--- src/hdl/lsra_pkg.sv ---
package lsra_pkg;

  localparam int REG_CNT_W    = 6;
  localparam int MASK_W       = 32;
  localparam int PHYS_LIMIT   = 32;
  localparam int DEF_MAX_REGS = 32;
  localparam int VID_W        = 16;
  localparam int POS_W        = 16;
  localparam int PHYS_W       = 5;
  localparam int CNT_W        = 16;
  localparam int CFG_IDX_W    = 1;
  localparam int CFG_DATA_W   = 32;

  localparam logic [CNT_W-1:0]     CNT_MAX           = '1;
  localparam logic [REG_CNT_W-1:0] REG_COUNT_DEFAULT = REG_CNT_W'(16);
  localparam logic [MASK_W-1:0]    RES_MASK_DEFAULT  = MASK_W'(48);

  typedef enum logic [CFG_IDX_W-1:0] {
    CFG_REG_COUNT = 1'b0,
    CFG_RES_MASK  = 1'b1
  } cfg_reg_t;

  typedef struct packed {
    logic             new_run;
    logic [VID_W-1:0] virtual_id;
    logic [POS_W-1:0] live_start;
    logic [POS_W-1:0] live_end;
  } in_item_t;

  typedef struct packed {
    logic [VID_W-1:0]  virtual_out;
    logic [PHYS_W-1:0] physical_out;
    logic              was_spilled;
    logic [CNT_W-1:0]  slot_out;
    logic [CNT_W-1:0]  spill_total;
  } out_item_t;

  typedef struct packed {
    logic                 go;
    logic                 clear;
    logic [POS_W-1:0]     live_start;
    logic [REG_CNT_W-1:0] limit;
    logic [MASK_W-1:0]    reserved;
  } walk_ctrl_t;

  typedef struct packed {
    logic              done;
    logic              found;
    logic [PHYS_W-1:0] phys;
  } walk_stat_t;

  function automatic logic [CNT_W-1:0] sat_inc(input logic [CNT_W-1:0] v);
    sat_inc = (v == CNT_MAX) ? v : v + CNT_W'(1);
  endfunction

endpackage

--- src/hdl/linear_scan_register_allocator.sv ---
// Channel  Ports                         Dir  Transaction
// in       in_valid in_stall in_data     in   one live interval
// out      out_valid out_stall out_data  out  one allocation result
// cfg      cfg_we cfg_index cfg_wdata    in   register write, no read-back
//
// The end-position memory, min(MAX_REGS,32) entries deep, is read one entry per cycle
// by a single comparator that does expiry and free search in the same pass; the walk
// then ends in a finish state that commits the result, and no new interval is
// taken before that commit.
// Reset is synchronous, active low; the end store is not cleared.
// The result waits in an output register under out_stall; the next interval
// is taken meanwhile, and commit holds until the output register frees.
module linear_scan_register_allocator import lsra_pkg::*; #(
  parameter int MAX_REGS = DEF_MAX_REGS
) (
  input  logic                  clk,
  input  logic                  rst_n,
  input  logic                  cfg_we,
  input  logic [CFG_IDX_W-1:0]  cfg_index,
  input  logic [CFG_DATA_W-1:0] cfg_wdata,
  input  logic                  in_valid,
  output logic                  in_stall,
  input  in_item_t              in_data,
  output logic                  out_valid,
  input  logic                  out_stall,
  output out_item_t             out_data
);

  localparam int NREGS = (MAX_REGS < PHYS_LIMIT) ? MAX_REGS : PHYS_LIMIT;
  localparam int IDX_W = $clog2(NREGS);
  localparam logic [REG_CNT_W-1:0] NREGS_C = REG_CNT_W'(NREGS);

  typedef enum logic [2:0] {
    ST_IDLE = 3'b001,
    ST_WALK = 3'b010,
    ST_FIN  = 3'b100
  } state_t;

  state_t               state_r, state_nxt;
  logic [REG_CNT_W-1:0] reg_count_r;
  logic [MASK_W-1:0]    res_mask_r;
  in_item_t             item_r;
  logic [CNT_W-1:0]     next_slot_r;
  logic [CNT_W-1:0]     spill_cnt_r;
  logic                 out_valid_r;
  out_item_t            out_r;
  logic                 in_acc;
  logic                 commit;
  logic                 mem_we;
  logic [IDX_W-1:0]     rd_addr;
  logic [POS_W-1:0]     rd_data;
  walk_ctrl_t           ctrl;
  walk_stat_t           stat;

  assign in_stall  = (state_r != ST_IDLE);
  assign in_acc    = in_valid && !in_stall;
  assign commit    = (state_r == ST_FIN) && (!out_valid_r || !out_stall);
  assign mem_we    = commit && stat.found;
  assign out_valid = out_valid_r;
  assign out_data  = out_r;

  always_comb begin
    ctrl.go         = in_acc;
    ctrl.clear      = in_data.new_run;
    ctrl.live_start = item_r.live_start;
    ctrl.limit      = (reg_count_r < NREGS_C) ? reg_count_r : NREGS_C;
    ctrl.reserved   = res_mask_r;
  end

  always_comb begin
    state_nxt = state_r;
    unique case (state_r)
      ST_IDLE: if (in_acc) state_nxt = ST_WALK;
      ST_WALK: if (stat.done) state_nxt = ST_FIN;
      ST_FIN:  if (commit) state_nxt = ST_IDLE;
      default: state_nxt = ST_IDLE;
    endcase
  end

  always_ff @(posedge clk) begin
    if (!rst_n) begin
      state_r <= ST_IDLE;
    end else begin
      state_r <= state_nxt;
    end
  end

  always_ff @(posedge clk) begin
    if (!rst_n) begin
      reg_count_r <= REG_COUNT_DEFAULT;
      res_mask_r  <= RES_MASK_DEFAULT;
    end else if (cfg_we) begin
      unique case (cfg_reg_t'(cfg_index))
        CFG_REG_COUNT: reg_count_r <= cfg_wdata[REG_CNT_W-1:0];
        CFG_RES_MASK:  res_mask_r  <= cfg_wdata[MASK_W-1:0];
        default: ;
      endcase
    end
  end

  always_ff @(posedge clk) begin
    if (in_acc) begin
      item_r <= in_data;
    end
  end

  always_ff @(posedge clk) begin
    if (!rst_n) begin
      next_slot_r <= '0;
      spill_cnt_r <= '0;
      out_valid_r <= 1'b0;
    end else begin
      if (in_acc && in_data.new_run) begin
        next_slot_r <= '0;
        spill_cnt_r <= '0;
      end else if (commit && !stat.found) begin
        next_slot_r <= sat_inc(next_slot_r);
        spill_cnt_r <= sat_inc(spill_cnt_r);
      end
      if (commit) begin
        out_valid_r <= 1'b1;
      end else if (out_valid_r && !out_stall) begin
        out_valid_r <= 1'b0;
      end
    end
  end

  always_ff @(posedge clk) begin
    if (commit) begin
      out_r.virtual_out <= item_r.virtual_id;
      if (stat.found) begin
        out_r.physical_out <= stat.phys;
        out_r.was_spilled  <= 1'b0;
        out_r.slot_out     <= '0;
        out_r.spill_total  <= spill_cnt_r;
      end else begin
        out_r.physical_out <= '0;
        out_r.was_spilled  <= 1'b1;
        out_r.slot_out     <= next_slot_r;
        out_r.spill_total  <= sat_inc(spill_cnt_r);
      end
    end
  end

  lsra_walk #(
    .NREGS (NREGS)
  ) u_walk (
    .clk     (clk),
    .rst_n   (rst_n),
    .ctrl    (ctrl),
    .rd_addr (rd_addr),
    .rd_data (rd_data),
    .stat    (stat)
  );

  lsra_end_mem #(
    .DEPTH (NREGS)
  ) u_end_mem (
    .clk   (clk),
    .we    (mem_we),
    .waddr (IDX_W'(stat.phys)),
    .wdata (item_r.live_end),
    .raddr (rd_addr),
    .rdata (rd_data)
  );

endmodule

--- src/hdl/lsra_end_mem.sv ---
module lsra_end_mem import lsra_pkg::*; #(
  parameter int DEPTH = PHYS_LIMIT,
  localparam int ADDR_W = $clog2(DEPTH)
) (
  input  logic              clk,
  input  logic              we,
  input  logic [ADDR_W-1:0] waddr,
  input  logic [POS_W-1:0]  wdata,
  input  logic [ADDR_W-1:0] raddr,
  output logic [POS_W-1:0]  rdata
);

  logic [POS_W-1:0] mem [DEPTH];

  always_ff @(posedge clk) begin
    if (we) begin
      mem[waddr] <= wdata;
    end
  end

  always_ff @(posedge clk) begin
    rdata <= mem[raddr];
  end

endmodule

--- src/hdl/lsra_walk.sv ---
module lsra_walk import lsra_pkg::*; #(
  parameter int NREGS = PHYS_LIMIT,
  localparam int IDX_W = $clog2(NREGS)
) (
  input  logic             clk,
  input  logic             rst_n,
  input  walk_ctrl_t       ctrl,
  output logic [IDX_W-1:0] rd_addr,
  input  logic [POS_W-1:0] rd_data,
  output walk_stat_t       stat
);

  localparam logic [IDX_W:0]   CNT_END  = (IDX_W+1)'(NREGS);
  localparam logic [IDX_W-1:0] LAST_IDX = IDX_W'(NREGS - 1);

  logic             busy_r;
  logic [IDX_W:0]   rd_cnt_r;
  logic             pipe_vld_r;
  logic [IDX_W-1:0] pipe_idx_r;
  logic [NREGS-1:0] map_r;
  logic             found_r;
  logic [IDX_W-1:0] phys_r;
  logic             done_r;
  logic             alive;
  logic             avail;

  // entry stays allocated unless its end is strictly below the new start
  always_comb begin
    alive = map_r[pipe_idx_r] && !(rd_data < ctrl.live_start);
    avail = !alive && !ctrl.reserved[pipe_idx_r] &&
            (REG_CNT_W'(pipe_idx_r) < ctrl.limit) && !found_r;
  end

  assign rd_addr = rd_cnt_r[IDX_W-1:0];

  always_ff @(posedge clk) begin
    if (!rst_n) begin
      busy_r     <= 1'b0;
      rd_cnt_r   <= '0;
      pipe_vld_r <= 1'b0;
      map_r      <= '0;
      found_r    <= 1'b0;
      done_r     <= 1'b0;
    end else begin
      done_r <= 1'b0;
      if (ctrl.go) begin
        busy_r     <= 1'b1;
        rd_cnt_r   <= '0;
        pipe_vld_r <= 1'b0;
        found_r    <= 1'b0;
        if (ctrl.clear) begin
          map_r <= '0;
        end
      end else if (busy_r) begin
        if (rd_cnt_r < CNT_END) begin
          pipe_vld_r <= 1'b1;
          pipe_idx_r <= rd_cnt_r[IDX_W-1:0];
          rd_cnt_r   <= rd_cnt_r + (IDX_W+1)'(1);
        end else begin
          pipe_vld_r <= 1'b0;
        end
        if (pipe_vld_r) begin
          map_r[pipe_idx_r] <= alive || avail;
          if (avail) begin
            found_r <= 1'b1;
            phys_r  <= pipe_idx_r;
          end
          if (pipe_idx_r == LAST_IDX) begin
            busy_r <= 1'b0;
            done_r <= 1'b1;
          end
        end
      end
    end
  end

  always_comb begin
    stat.done  = done_r;
    stat.found = found_r;
    stat.phys  = PHYS_W'(phys_r);
  end

endmodule

--- config.mk ---
export PLATFORM = sky130hd
export DESIGN_NAME = linear_scan_register_allocator
export DESIGN_NICKNAME = d
export VERILOG_FILES = /design/src/hdl/lsra_pkg.sv /design/src/hdl/linear_scan_register_allocator.sv /design/src/hdl/lsra_end_mem.sv /design/src/hdl/lsra_walk.sv
export SDC_FILE = /design/constraint.sdc
export NUM_CORES = 1
export LEC_CHECK = 0
export BUFFER_PORTS_ARGS = -buffer_cell sky130_fd_sc_hd__buf_2
export CORE_UTILIZATION = 40
export DETAILED_ROUTE_END_ITERATION = 10
export GPL_TIMING_DRIVEN = 1
export PLACE_DENSITY_LB_ADDON = 0.12
export SKIP_LAST_GASP = 1
export SYNTH_ARGS = -nofsm -noshare
export SYNTH_HDL_FRONTEND = slang
export SYNTH_HIERARCHICAL = 1
export SYNTH_SLANG_ARGS = --single-unit
--- constraint.sdc ---
create_clock -name clk -period 4.7 [get_ports clk]
set_input_delay 0.705 -clock clk [delete_from_list [all_inputs] [get_ports clk]]
set_output_delay 0.705 -clock clk [all_outputs]
set_load 0.005 [all_outputs]
* Word-level counts from Yosys, hierarchy flattened
Memories as Yosys holds them, arrays and structs flattened. A register that Yosys moved wholly into a read port is not among the register bits.
Cells that the tools add are included.
** Word-level totals
- Output and inout bits :: 56
- Bits in writable memories :: 512
- Input bits :: 87
- Bits in registers :: 228
- Logic and storage cells :: 112
- Memories kept :: 1
** Cells by class
- $lt $le $gt $ge :: 6
- Bitwise logic cells :: 6
- Reduce and logical (&&, ||, !) cells :: 35
- Add/sub/neg operators :: 3
- Muxes and demuxes :: 28
- Eq/ne operators :: 11
** Memories
- u_end_mem.mem :: words 32, width 16, read ports 1, clocked after memory_dff 1, wr ports 1, line lsra_end_mem.sv:13 : logic [POS_W-1:0] mem [DEPTH];
** Operator list (number)
- 32-bit two-way mux :: 4
- 33-bit two-way mux :: 1
- 16-bit by 1-bit adder with 16-bit output (second input constant) :: 2
- 32-bit bitwise mux :: 1
- 16-bit == test (second input constant) :: 2
- 16-bit < comparator :: 1
- 16-bit two-way mux :: 1
- 1-bit two-way mux :: 13
- 6-bit < comparator (second input constant) :: 2
- 1-bit logical AND :: 11
- 1-bit binary-select mux with 5-bit select :: 2
- 3-bit two-way mux :: 3
- 3-bit case mux with 3 select lines :: 1
- 3-bit AND reduction :: 3
- 2-bit AND reduction :: 4
- 1-bit logical NOT :: 7
- 6-bit by 1-bit adder with 6-bit output (second input constant) :: 1
- 5-bit by 6-bit < comparator with 1-bit output :: 1
- 5-bit by 6-bit < comparator with 1-bit output (second input constant) :: 1
- 6-bit two-way mux :: 1
- 2-bit != test (second input constant) :: 3
- 1-bit inverter :: 6
- 2-bit nonzero test :: 3
- 1-bit demux with 5-bit select :: 1
- other kinds (12) :: 14

* Depth between registers and ports, before layout
Gate-level depths: netlist of run 1.
- Depth in word-level cells :: 12
- Gate-level depth with buffers :: 10
- Mapped depth without buffers :: 9

* Modules after synthesis
Netlist of run 1, hierarchy kept.
** Modules (own cells, without submodules)
- lsra_end_mem :: cells an instance 1143, area an instance 20534.7 um^2, seq. area each 15695.1 um^2, times used 1
- linear_scan_register_allocator :: cells an instance 563, area an instance 6791.5 um^2, seq. area each 4544.4 um^2, times used 1
- lsra_walk :: cells an instance 396, area an instance 3500.9 um^2, seq. area each 1141.1 um^2, times used 1

* Least setup slack after synthesis of run 1
Ideal clock, no wire load.
- Path type :: register -> register
- From :: register state_r[2]
- To :: register out_r (netlist bit out_data[0]), enable pin
- Setup time :: 0.484 ns
- Stages on the path, launching flop included :: 3
- Path slack :: 0.783 ns
- Arrival :: 3.433 ns
- Clock period less this slack :: 3.917 ns
- Cells stage by stage :: dfxtp_1 > or3b_1 > a21oi_1
** Between the ends
- Cells in the longest elaborated chain, start to end :: 2
** RTL lines
- start: declaration :: line linear_scan_register_allocator.sv:39 : state_t state_r, state_nxt;
- start signal: assignment :: line linear_scan_register_allocator.sv:84 : state_r <= state_nxt;
- 3-bit == test :: line linear_scan_register_allocator.sv:57 : assign commit = (state_r == ST_FIN) && (!out_valid_r || !out_stall);
- 1-bit logical AND :: line linear_scan_register_allocator.sv:57
- via commit :: line linear_scan_register_allocator.sv:48 : logic commit;
- end: declaration :: line linear_scan_register_allocator.sv:46 : out_item_t out_r;
The timed path passes the listed nets, and every way through them passes these cells.
A chain may end at the register's enable or synchronous reset.

* Worst setup path in the final report of run 1
- From :: register u_walk.pipe_idx_r[0]
- To :: register u_walk.phys_r[4], enable pin
** Between the ends
- Cells in the longest elaborated chain, start to end :: 8
** RTL lines
- start: declaration :: line lsra_walk.sv:19 : logic [IDX_W-1:0] pipe_idx_r;
- start signal: assignment :: line lsra_walk.sv:57 : pipe_idx_r <= rd_cnt_r[IDX_W-1:0];
- 1-bit binary-select mux with 5-bit select :: line lsra_walk.sv:29 : alive = map_r[pipe_idx_r] && !(rd_data < ctrl.live_start);
- 1-bit two-way mux (not written as such) :: line lsra_walk.sv:29
- 1-bit logical AND :: line lsra_walk.sv:29
- 1-bit logical NOT :: line lsra_walk.sv:30 : avail = !alive && !ctrl.reserved[pipe_idx_r] &&
- 1-bit logical AND :: line lsra_walk.sv:30
- 1-bit logical AND (*) :: line lsra_walk.sv:30
- 1-bit logical AND (*) :: line lsra_walk.sv:31 : (REG_CNT_W'(pipe_idx_r) < ctrl.limit) && !found_r;
- 5-bit AND reduction (no line) (*)
- end signal: assignment :: line lsra_walk.sv:66 : phys_r <= pipe_idx_r;
- end: declaration :: line lsra_walk.sv:22 : logic [IDX_W-1:0] phys_r;
Every way passes the cells marked *; elsewhere a longest branch is shown, timed or not. The select of a mux whose other input is x is not followed.

==> reports/results.tsv, run 1 <==
stage	metric	value	unit
route	num_vias	18033	
placed_design	place_area	32500	sq um
sta	max_freq	310	MHz
clocking	cts_tree	built	
global_routing	antenna_found_initial	3	
cells_and_area	final_nets	2363	
clocking	insertion_delay	610	ps
pwr	leakagePower	0.0116	uW
placed_design	place_congestion	0.789	
cells_and_area	antenna_cells	0	
synth	ys_ff_latch	756	
synth	avgSynthCellArea	14.7	sq um
clocking	cts_htree_levels	3	
setup_path	crit_buf_inv	0	
cells_and_area	post-route-util	0.461	
sta	fin_ws	1470	ps
setup_path	critPathSlowestCell	edfxtp_1	
synth	syn-num-nets	2211	
clocking	clkSinkCount	756	
global_routing	grt_max_degree	100	
sta	rsz0062_at_grt	false	
die	start_util	0.405	
die	row_count	101	
pwr	peakVddDrop	279	uV
clocking	post-cts-setup-buffers	0	
clocking	clk_pin_slew	60	ps
setup_path	cp.arrival	3470	ps
sta	finalSetupTns	0	ps
sta	period_share	0.686	
route	antenna_left	0	
synth	synth_edf_count	624	
global_routing	grt_overflow	0	
worst_hold_path	hold_class	primary input to register	
die	core	76100	sq um
sta	finClkSkew	30.7	ps
clocking	root_buffer	clkbuf_16	
global_routing	grt_pass1_vias	17809	
setup_path	cp-start-kind	register	
global_routing	track_usage	0.190	
clocking	holdBufCountCts	0	
setup_path	endpoint_kind	register	
placed_design	place_ws	1460	ps
route	routedWlPerCell	22.3	microns
cells_and_area	finish.instance_area	35100	sq um
setup_path	path_cells	mux4_2 > a221o_1 > a2111o_1 > a211oi_1	
die	die-area	78200	sq um
synth	synth_flop_cell	edfxtp_1	
setup_path	path_class	register to register	
status	run_status	complete, no violations	
die	die_y	280	microns
job	maxCapViolations	0	
route	first_pass_iters	5	
sta	worstMarginPinSlew	1240	ps
route	drtIter0Drc	1258	
setup_path	cp-startpoint	u_walk/pipe_idx_r[0]$_DFFE_PP_	
cells_and_area	drive_above_1_share	0.161	
global_routing	grt_pass1_wl	112000	microns
route	drt-total-wl	74700	microns
setup_path	max_stage_delay	830	ps
placed_design	io_buffers	142	
setup_path	cp_top_family	compound AO/OA/AOI/OAI gates	
sta	final-setup-viol-count	0	
setup_path	r2r_start	u_walk/pipe_idx_r[0]$_DFFE_PP_	
synth	synth_area	30800	sq um
sta	drv_slew	0	
route	avgViaCountPerCell	5.39	
setup_path	required	4940	ps
pwr	power.density	437	nW/um^2
synth	yosysWarnings	6	
die	fp.dieW	280	microns
synth	async_reset_ff_frac	0	
sta	finalCriticalPeriod	3230	ps
die	io-pin-count	143	
clocking	cts_resized	0	
synth	synth_cell_types	76	
sta	hold_viol	0	
setup_path	worst-path-max-fanout	17	
clocking	cts_made_buffers	80	
synth	seq_area_frac_synth	0.694	
clocking	cts_buffer_depth	3	
placed_design	dp.final_hpwl	44800	microns
worst_hold_path	hp-start	in_data[34]	
cells_and_area	areaGrowthSynthToFinish	13.8	%
route	drc	0	
synth	postSynthCellCount	2102	
sta	slew_headroom	0.173	
-- flip-flops by register name, indices dropped and copies added, names as in the netlist, 3 cells and up --
signal / count
reg_count_r: 6
u_end_mem/rdata: 16
u_walk/rd_cnt_r: 6
state_r: 3
item_r: 32
out_data: 54
ctrl: 16
next_slot_r: 16
u_walk/map_r: 32
res_mask_r: 32
u_walk/phys_r: 5
u_walk/pipe_idx_r: 5
spill_cnt_r: 16
u_end_mem/mem: 512
-- cells by family after synthesis --
group,after synthesis,share of synthesized area
XOR/XNOR,13,0.00369
AO/OA/AOI/OAI,376,0.0832
flip-flops,756,0.694
adder cells (fa/ha/maj),22,0.00893
AND/OR/NAND/NOR,480,0.0800
multiplexers,293,0.0991
buffers and inverters,162,0.0315
-- synthesized netlist by cell type (all sizes together) (23+ instances only) --
master,number,area (sq um)
edfxtp,624,18700
mux2i,282,2820
nand2,168,633
dfxtp,132,2640
a21oi,125,629
buf,85,681
nor2,70,270
a22oi,66,495
nand3,56,280
clkbuf,51,191
o211ai,42,315
o21ai,40,294
nand4,33,234
a22o,32,280
inv,26,97.6
nor3,24,120
nor2b,23,144
-- final timing paths --
path,to,cells past startpoint,slack [ps]
worst max-delay path,u_walk/phys_r[4]$_DFFE_PP_,4,1470
worst min-delay path,item_r[34]$_DFFE_PP_,1,270
worst max register to register,u_walk/phys_r[4]$_DFFE_PP_,4,1470
worst min register to register,out_data[51]$_DFFE_PP_,0,420
-- per-stage QoR --
step / hold slack, ps / total power, uW / instances
final: 267 / 15300 / 3348
after global routing: 236 / 15900 / 3348
after CTS: 224 / 15500 / 3348
after detailed placement: 405 / 9300 / 3202
after global placement: 401 / 9270 / 3202
after floorplan: 400 / 8870 / 2102
-- final cells by class --
class,instances,area [sq um]
fillers,6754,41000
inverters,26,97.6
clock buffers,103,2170
well taps,1030,1290
clock inverters,43,403
flip-flops and latches,756,21400
repair buffers,206,1240
multi-input cells,1184,8510
-- placed cells by master, fill, tap and decap left out, types with 10 or more instances in the layout --
master / instances
clkbuf_16: 83
buf_4: 60
a22o_1: 32
and2_1: 14
nand4_1: 30
o21ai_2: 25
inv_1: 25
nor2_1: 69
mux2i_1: 282
dfxtp_1: 131
a22oi_1: 66
o211ai_1: 42
edfxtp_1: 624
ha_1: 22
nand3_1: 56
a21oi_1: 122
a31oi_1: 21
clkinv_1: 16
nand2_1: 167
buf_2: 142
clkinv_2: 15
or4_1: 20
clkbuf_1: 18
o21ai_1: 10
o31ai_1: 12
nor3_1: 24
nor2b_1: 21
-- metal layers --
metal  vias up  routed length (microns)  track usage
met3       101                     2870       0.0284
met2       384                    36000        0.312
met5         -                       13            0
met1      9124                    34200        0.264
met4         2                     1660       0.0492
li1       8422                        -            -
-- where the power goes --
group	internal [uW]	switching, uW	leakage, uW
clock network	3650	2530	0.00126
logic	502	871	0.00359
registers	7570	196	0.00675
total	11700	3600	0.0116
Power figures use the tool's default switching activity.
==> inputs of run 2 (changes only) <==
==> constraint.sdc (replaced) <==
create_clock -name clk -period 2.6 [get_ports clk]
set_input_delay 0.39 -clock clk [delete_from_list [all_inputs] [get_ports clk]]
set_output_delay 0.39 -clock clk [all_outputs]
set_load 0.005 [all_outputs]
==> run 2 against run 1 <==
First-iteration DRC count up 8.3%; combinational power up 120%; clock skew down 15 ps; total power up 82%; sequential power up 78%; critical endpoint is now u_walk/phys_r[2]$_DFFE_PP_; highest routed layer unchanged.
==> reports/results.tsv, run 2 (synthesized netlist as in run 1, its figures left out) <==
stage	metric	value	unit	change
status	run_status	complete, no violations		
job	maxCapViolations	0		unchanged
pwr	p_total	27800	uW	+82%
route	routedWlPerCell	21.6	microns	-3.1%
clocking	cts_htree_levels	3		unchanged
cells_and_area	areaGrowthSynthToFinish	18.5	%	
cells_and_area	fill_cells	6683		-1.1%
setup_path	r2r_cells	5		+1
sta	period_share	0.975		+0.289
sta	finalCriticalPeriod	2530	ps	-690 ps
die	die_y	280	microns	unchanged
sta	slew_headroom	0.182		+0.00817
setup_path	cp.arrival	2810	ps	-660 ps
die	row_count	101		unchanged
sta	drv_slew	0		unchanged
setup_path	ff2ff_setup_slack	70	ps	-1410 ps
sta	worstMarginPinSlew	1230	ps	-12.3 ps
placed_design	io_buffers	142		unchanged
setup_path	timing.rr.end	u_walk/phys_r[2]$_DFFE_PP_		
cells_and_area	final_cells	3482		+4.0%
route	avgViaCountPerCell	5.31		-1.4%
die	die-area	78200	sq um	unchanged
route	drc	0		unchanged
worst_hold_path	hold_class	primary input to register		
global_routing	grt_pass1_wl	112000	microns	+0.25%
cells_and_area	largest_reg_flops	512		unchanged
setup_path	path_cells	buf_12 > mux4_1 > a221o_1 > a2111o_1 > a211oi_4		
clocking	cts_buffer_depth	3		unchanged
setup_path	max_stage_delay	550	ps	-280 ps
sta	finClkSkew	15.3	ps	-15.4 ps
setup_path	critPathSlowestCell	mux4_1		
die	core	76100	sq um	unchanged
setup_path	endpoint_kind	register		
clocking	insertion_delay	620	ps	about the same
die	start_util	0.405		unchanged
cells_and_area	drive_above_1_share	0.184		+0.0223
cells_and_area	layout.area.seq	21400	sq um	unchanged
sta	hold_viol	0		unchanged
sta	hold_slack	36.5	ps	-230 ps
global_routing	track_usage	0.190		+0.000208
pwr	leakagePower	0.0122	uW	+5.5%
die	io-pin-count	143		unchanged
clocking	clkSinkCount	756		unchanged
route	num_vias	18483		+2.5%
global_routing	grt_pass1_vias	18113		+1.7%
worst_hold_path	min_to	res_mask_r[21]$_SDFFE_PN0P_		
setup_path	worst-path-max-fanout	7		-10
clocking	cts_made_buffers	80		unchanged
cells_and_area	multi_input_comb_area	8570	sq um	+0.72%
global_routing	grt_overflow	0		unchanged
route	first_pass_iters	7		+2
sta	final-setup-viol-count	0		unchanged
global_routing	antenna_found_initial	3		unchanged
pwr	power.density	761	nW/um^2	+74%
placed_design	dp.final_hpwl	46300	microns	+3.3%
placed_design	dpl.cell_count	3265		+2.0%
setup_path	r2r_start	u_walk/pipe_idx_r[0]$_DFFE_PP_		
route	antenna_left	0		unchanged
setup_path	cp-startpoint	u_walk/pipe_idx_r[0]$_DFFE_PP_		
cells_and_area	top_register	u_end_mem/mem		
global_routing	grt_max_degree	55		-45%
worst_hold_path	holdPathStages	3		+2
placed_design	place_congestion	0.791		+0.25%
clocking	clk_pin_slew	60	ps	about the same
clocking	root_buffer	clkbuf_16		
worst_hold_path	hp-start	cfg_wdata[21]		
pwr	peakVddDrop	480	uV	+72%
route	drt-total-wl	75300	microns	+0.73%
sta	max_freq	395	MHz	+27%
die	fp.dieW	280	microns	unchanged
cells_and_area	mostFrequentLayoutCells	624 x edfxtp_1, 281 x mux2i_1, 167 x nand2_1		
setup_path	path_class	register to register		
cells_and_area	final_nets	2494		+5.5%
setup_path	cp-start-kind	register		
clocking	cts_tree	built		
cells_and_area	final_common_cell	edfxtp_1		
setup_path	required	2880	ps	-2060 ps
route	drtIter0Drc	1362		+8.3%
==> run 2: changes by cell type in the layout (fill, tap and decap cells not counted), moves of 3 or more <==
cell	delta
dlygate4sd3_1	+66
buf_4	+42
nor2_1	-11
bufinv_16	-3
buf_12	+23
clkbuf_1	+5
clkinv_2	-5
nor2_2	+11
==> run 2: worst max-delay path, delay by kind of cell (launching register included) <==
family	cells	cell delay (ps)
buffers and inverters	1	150
muxes	1	550
DFF	1	430
AOI/OAI and AO/OA	3	1060
==> run 2: final cells by class <==
type                            instances  area share
Clock inverter                         41     0.00932
Inverter                               26     0.00267
Clock buffer                          107      0.0593
Tap cell                             1030      0.0353
Sequential cell                       756       0.585
Antenna cell                            1   0.0000685
Multi-Input combinational cell       1184       0.235
Timing Repair Buffer                  337      0.0733
==> run 2: how the worst max path moves through the flow <==
stage,to,slack (ps),cells past startpoint
global route,u_walk/map_r[1]$_SDFFE_PN0P_,-2,10
CTS,u_walk/phys_r[2]$_DFFE_PP_,10,5
detailed placement,u_walk/phys_r[2]$_DFFE_PP_,-280,5
finish,u_walk/phys_r[2]$_DFFE_PP_,70,5
global placement,u_walk/phys_r[0]$_DFFE_PP_,-230,5
floorplan,u_end_mem/mem[4][0]$_DFFE_PP_,-130,7
==> run 2: what timing repair did <==
action                     in CTS  in global routing
setup buffers                   0                  2
gates resized for setup         2                  4
hold buffers                   66                  0
setup endpoints to repair       6                 36
cloned                          0                  0
hold endpoints to repair       67                  0
pin swaps                       0                  3
==> run 2: through the flow <==
step	TNS, ps	util	setup slack [ps]	cell area, sq um
floorplan	-16200	-	-132	30900
global placement	-1200	0.438	-231	33300
detailed placement	-1470	0.438	-276	33300
CTS	0	0.480	14.9	36500
global route	-2.13	0.480	-2.13	36500
finish	0	0.480	65.2	36500
==> run 2: routing by layer <==
layer	global-route usage	part of all wire
met1	0.266	0.46
met2	0.310	0.47
met3	0.0304	0.043
met4	0.0482	0.021
met5	0	0.00035
==> run 2: power breakdown <==
| part | total, uW | internal, uW | switching, uW | leakage (uW) |
|---|---|---|---|---|
| Sequential | 13800 | 13700 | 161 | 0.00675 |
| Combinational | 3020 | 1170 | 1850 | 0.00427 |
| Clock | 11000 | 6290 | 4670 | 0.00122 |
==> inputs of run 3 (changes only) <==
--- a/config.mk
+++ b/config.mk
@@ -6,7 +6,7 @@
 export NUM_CORES = 1
 export LEC_CHECK = 0
 export BUFFER_PORTS_ARGS = -buffer_cell sky130_fd_sc_hd__buf_2
-export CORE_UTILIZATION = 40
+export CORE_UTILIZATION = 30
 export DETAILED_ROUTE_END_ITERATION = 10
 export GPL_TIMING_DRIVEN = 1
 export PLACE_DENSITY_LB_ADDON = 0.12
==> run 3 against run 2 <==
Clock skew grew 8.8 ps; count of clock-buffer cells in the layout rose by 11; cell count up 12%; via count rose by 0.98%; critical path type unchanged; die area is 33% higher; sequential cell count unchanged; clock power is 8% higher; register-to-register slack about the same; combinational power rose by 7.0%; worst hold slack better by 11 ps; total power is 4.1% higher.
==> reports/results.tsv, run 3 (synthesized netlist as in run 1, its figures left out) <==
stage	metric	value	unit	change
status	run_status	complete, no violations		
cells_and_area	mostFrequentLayoutCells	624 x edfxtp_1, 281 x mux2i_1, 167 x nand2_1		
cells_and_area	final_nets	2547		+2.1%
cells_and_area	areaGrowthSynthToFinish	21.9	%	
global_routing	grt_pass1_wl	122000	microns	+8.5%
route	drc	0		unchanged
cells_and_area	post-route-util	0.369		-0.111
die	core	102000	sq um	+34%
clocking	cts_htree_levels	3		unchanged
die	row_count	117		+16%
setup_path	endpoint_kind	register		
placed_design	dp.final_hpwl	50100	microns	+8.2%
route	first_pass_iters	5		-2
sta	finClkSkew	24.1	ps	+8.76 ps
route	num_vias	18665		+0.98%
worst_hold_path	hold_class	primary input to register		
global_routing	grt_max_degree	50		-9.1%
die	io-pin-count	143		unchanged
clocking	cts_buffer_depth	3		unchanged
global_routing	grt_pass1_vias	18943		+4.6%
placed_design	dpl.cell_count	3642		+12%
route	drtIter0Drc	1292		-5.1%
cells_and_area	final_common_cell	edfxtp_1		
sta	max_freq	394	MHz	-0.20%
pwr	peakVddDrop	419	uV	-13%
clocking	insertion_delay	640	ps	+20 ps
global_routing	grt_overflow	0		unchanged
setup_path	path_class	register to register		
sta	fin_ws	60.1	ps	-5.08 ps
clocking	root_buffer	clkbuf_16		
setup_path	r2r_cells	9		+4
sta	drv_slew	0		unchanged
setup_path	cp.arrival	3100	ps	+290 ps
clocking	clkSinkCount	756		unchanged
pwr	leakagePower	0.0126	uW	+2.9%
route	avgViaCountPerCell	4.81		-9.5%
setup_path	cp-start-kind	register		
cells_and_area	top_register	u_end_mem/mem		
worst_hold_path	holdPathStages	3		unchanged
pwr	power.density	771	nW/um^2	+1.2%
cells_and_area	final_cells	3884		+12%
route	routedWlPerCell	21.2	microns	-1.9%
die	start_util	0.303		-0.103
sta	rsz0062_at_grt	true		
die	fp.dieW	323	microns	+15%
setup_path	required	3160	ps	+280 ps
sta	hold_slack	47.1	ps	+10.6 ps
sta	hold_viol	0		unchanged
die	die-area	104000	sq um	+33%
sta	finalCriticalPeriod	2540	ps	+5.08 ps
setup_path	worst-path-max-fanout	7		unchanged
job	maxCapViolations	0		unchanged
clocking	clk_pin_slew	50	ps	about the same
clocking	cts_made_buffers	87		+8.8%
sta	final-setup-viol-count	0		unchanged
cells_and_area	drive_above_1_share	0.205		+0.0219
sta	period_share	0.977		+0.00195
global_routing	antenna_found_initial	0		-3
die	die_y	323	microns	+15%
placed_design	place_congestion	0.764		-3.4%
sta	worstMarginPinSlew	1020	ps	-206 ps
global_routing	track_usage	0.157		-0.0333
cells_and_area	largest_reg_flops	512		unchanged
placed_design	place_ws	-276	ps	+0.579 ps
sta	finalSetupTns	0	ps	unchanged
route	drt-total-wl	82300	microns	+9.4%
clocking	cts_tree	built		
sta	slew_headroom	0.317		+0.135
route	antenna_left	0		unchanged
placed_design	io_buffers	142		unchanged
==> run 3: routing by layer <==
layer / GRT usage / share of wire / vias to the layer above / wire length, microns
li1: - / - / 8795 / -
met1: 0.217 / 0.47 / 9397 / 38500
met2: 0.256 / 0.47 / 356 / 38700
met3: 0.0269 / 0.042 / 117 / 3450
met4: 0.0392 / 0.021 / 0 / 1730
met5: 0 / 0 / - / 0
==> run 3: final cells by class <==
cell class	count	area [sq um]
repair buffers	382	3000
diodes	5	12.5
fillers	9846	64300
well taps	1368	1710
multi-input cells	1185	8560
clock buffers	118	2480
inverters	26	97.6
clock inverters	44	332
flip-flops and latches	756	21400
==> run 3: critical path, stage by stage (launching register included) <==
cell and delay (ps):
edfxtp_1 410, buf_6 170, mux4_2 530, a22oi_2 160, nand3_1 110, a2111o_1 470
a21boi_4 190, buf_12 140, clkbuf_16 160, o21ai_2 120
==> run 3: worst paths after layout <==
check / slack [ps] / startpoint / end
setup / recovery: 60 / u_walk/pipe_idx_r[0]$_DFFE_PP_ / u_walk/map_r[18]$_SDFFE_PN0P_
hold / removal: 50 / cfg_wdata[5] / res_mask_r[5]$_SDFFE_PN1P_
setup reg to reg: 60 / u_walk/pipe_idx_r[0]$_DFFE_PP_ / u_walk/map_r[18]$_SDFFE_PN0P_
hold reg to reg: 410 / item_r[46]$_DFFE_PP_ / out_data[52]$_DFFE_PP_
==> run 3: per-stage QoR <==
step / instance area [sq um] / power, uW
2_1_floorplan: 30900 / 16000
3_3_place_gp: 34000 / 17100
6_report: 37600 / 29000
4_1_cts: 37500 / 29300
5_1_grt: 37600 / 30000
3_5_place_dp: 34000 / 17200
==> run 3: repair_timing <==
| action | 4_1_cts | 5_1_grt |
|---|---|---|
| gates cloned | 0 | 3 |
| endpoints found under the hold margin | 71 | 0 |
| pin swaps | 0 | 8 |
| gates resized for setup | 2 | 15 |
| endpoints found under the setup margin | 6 | 36 |
| setup buffers | 0 | 1 |
| hold buffers | 71 | 0 |
==> run 3: report_power, final <==
group | internal [uW] | total (uW) | switching, uW
clock | 7060 | 11900 | 4860
combinational | 1250 | 3230 | 1990
sequential | 13700 | 13800 | 120
total | 22000 | 29000 | 6970
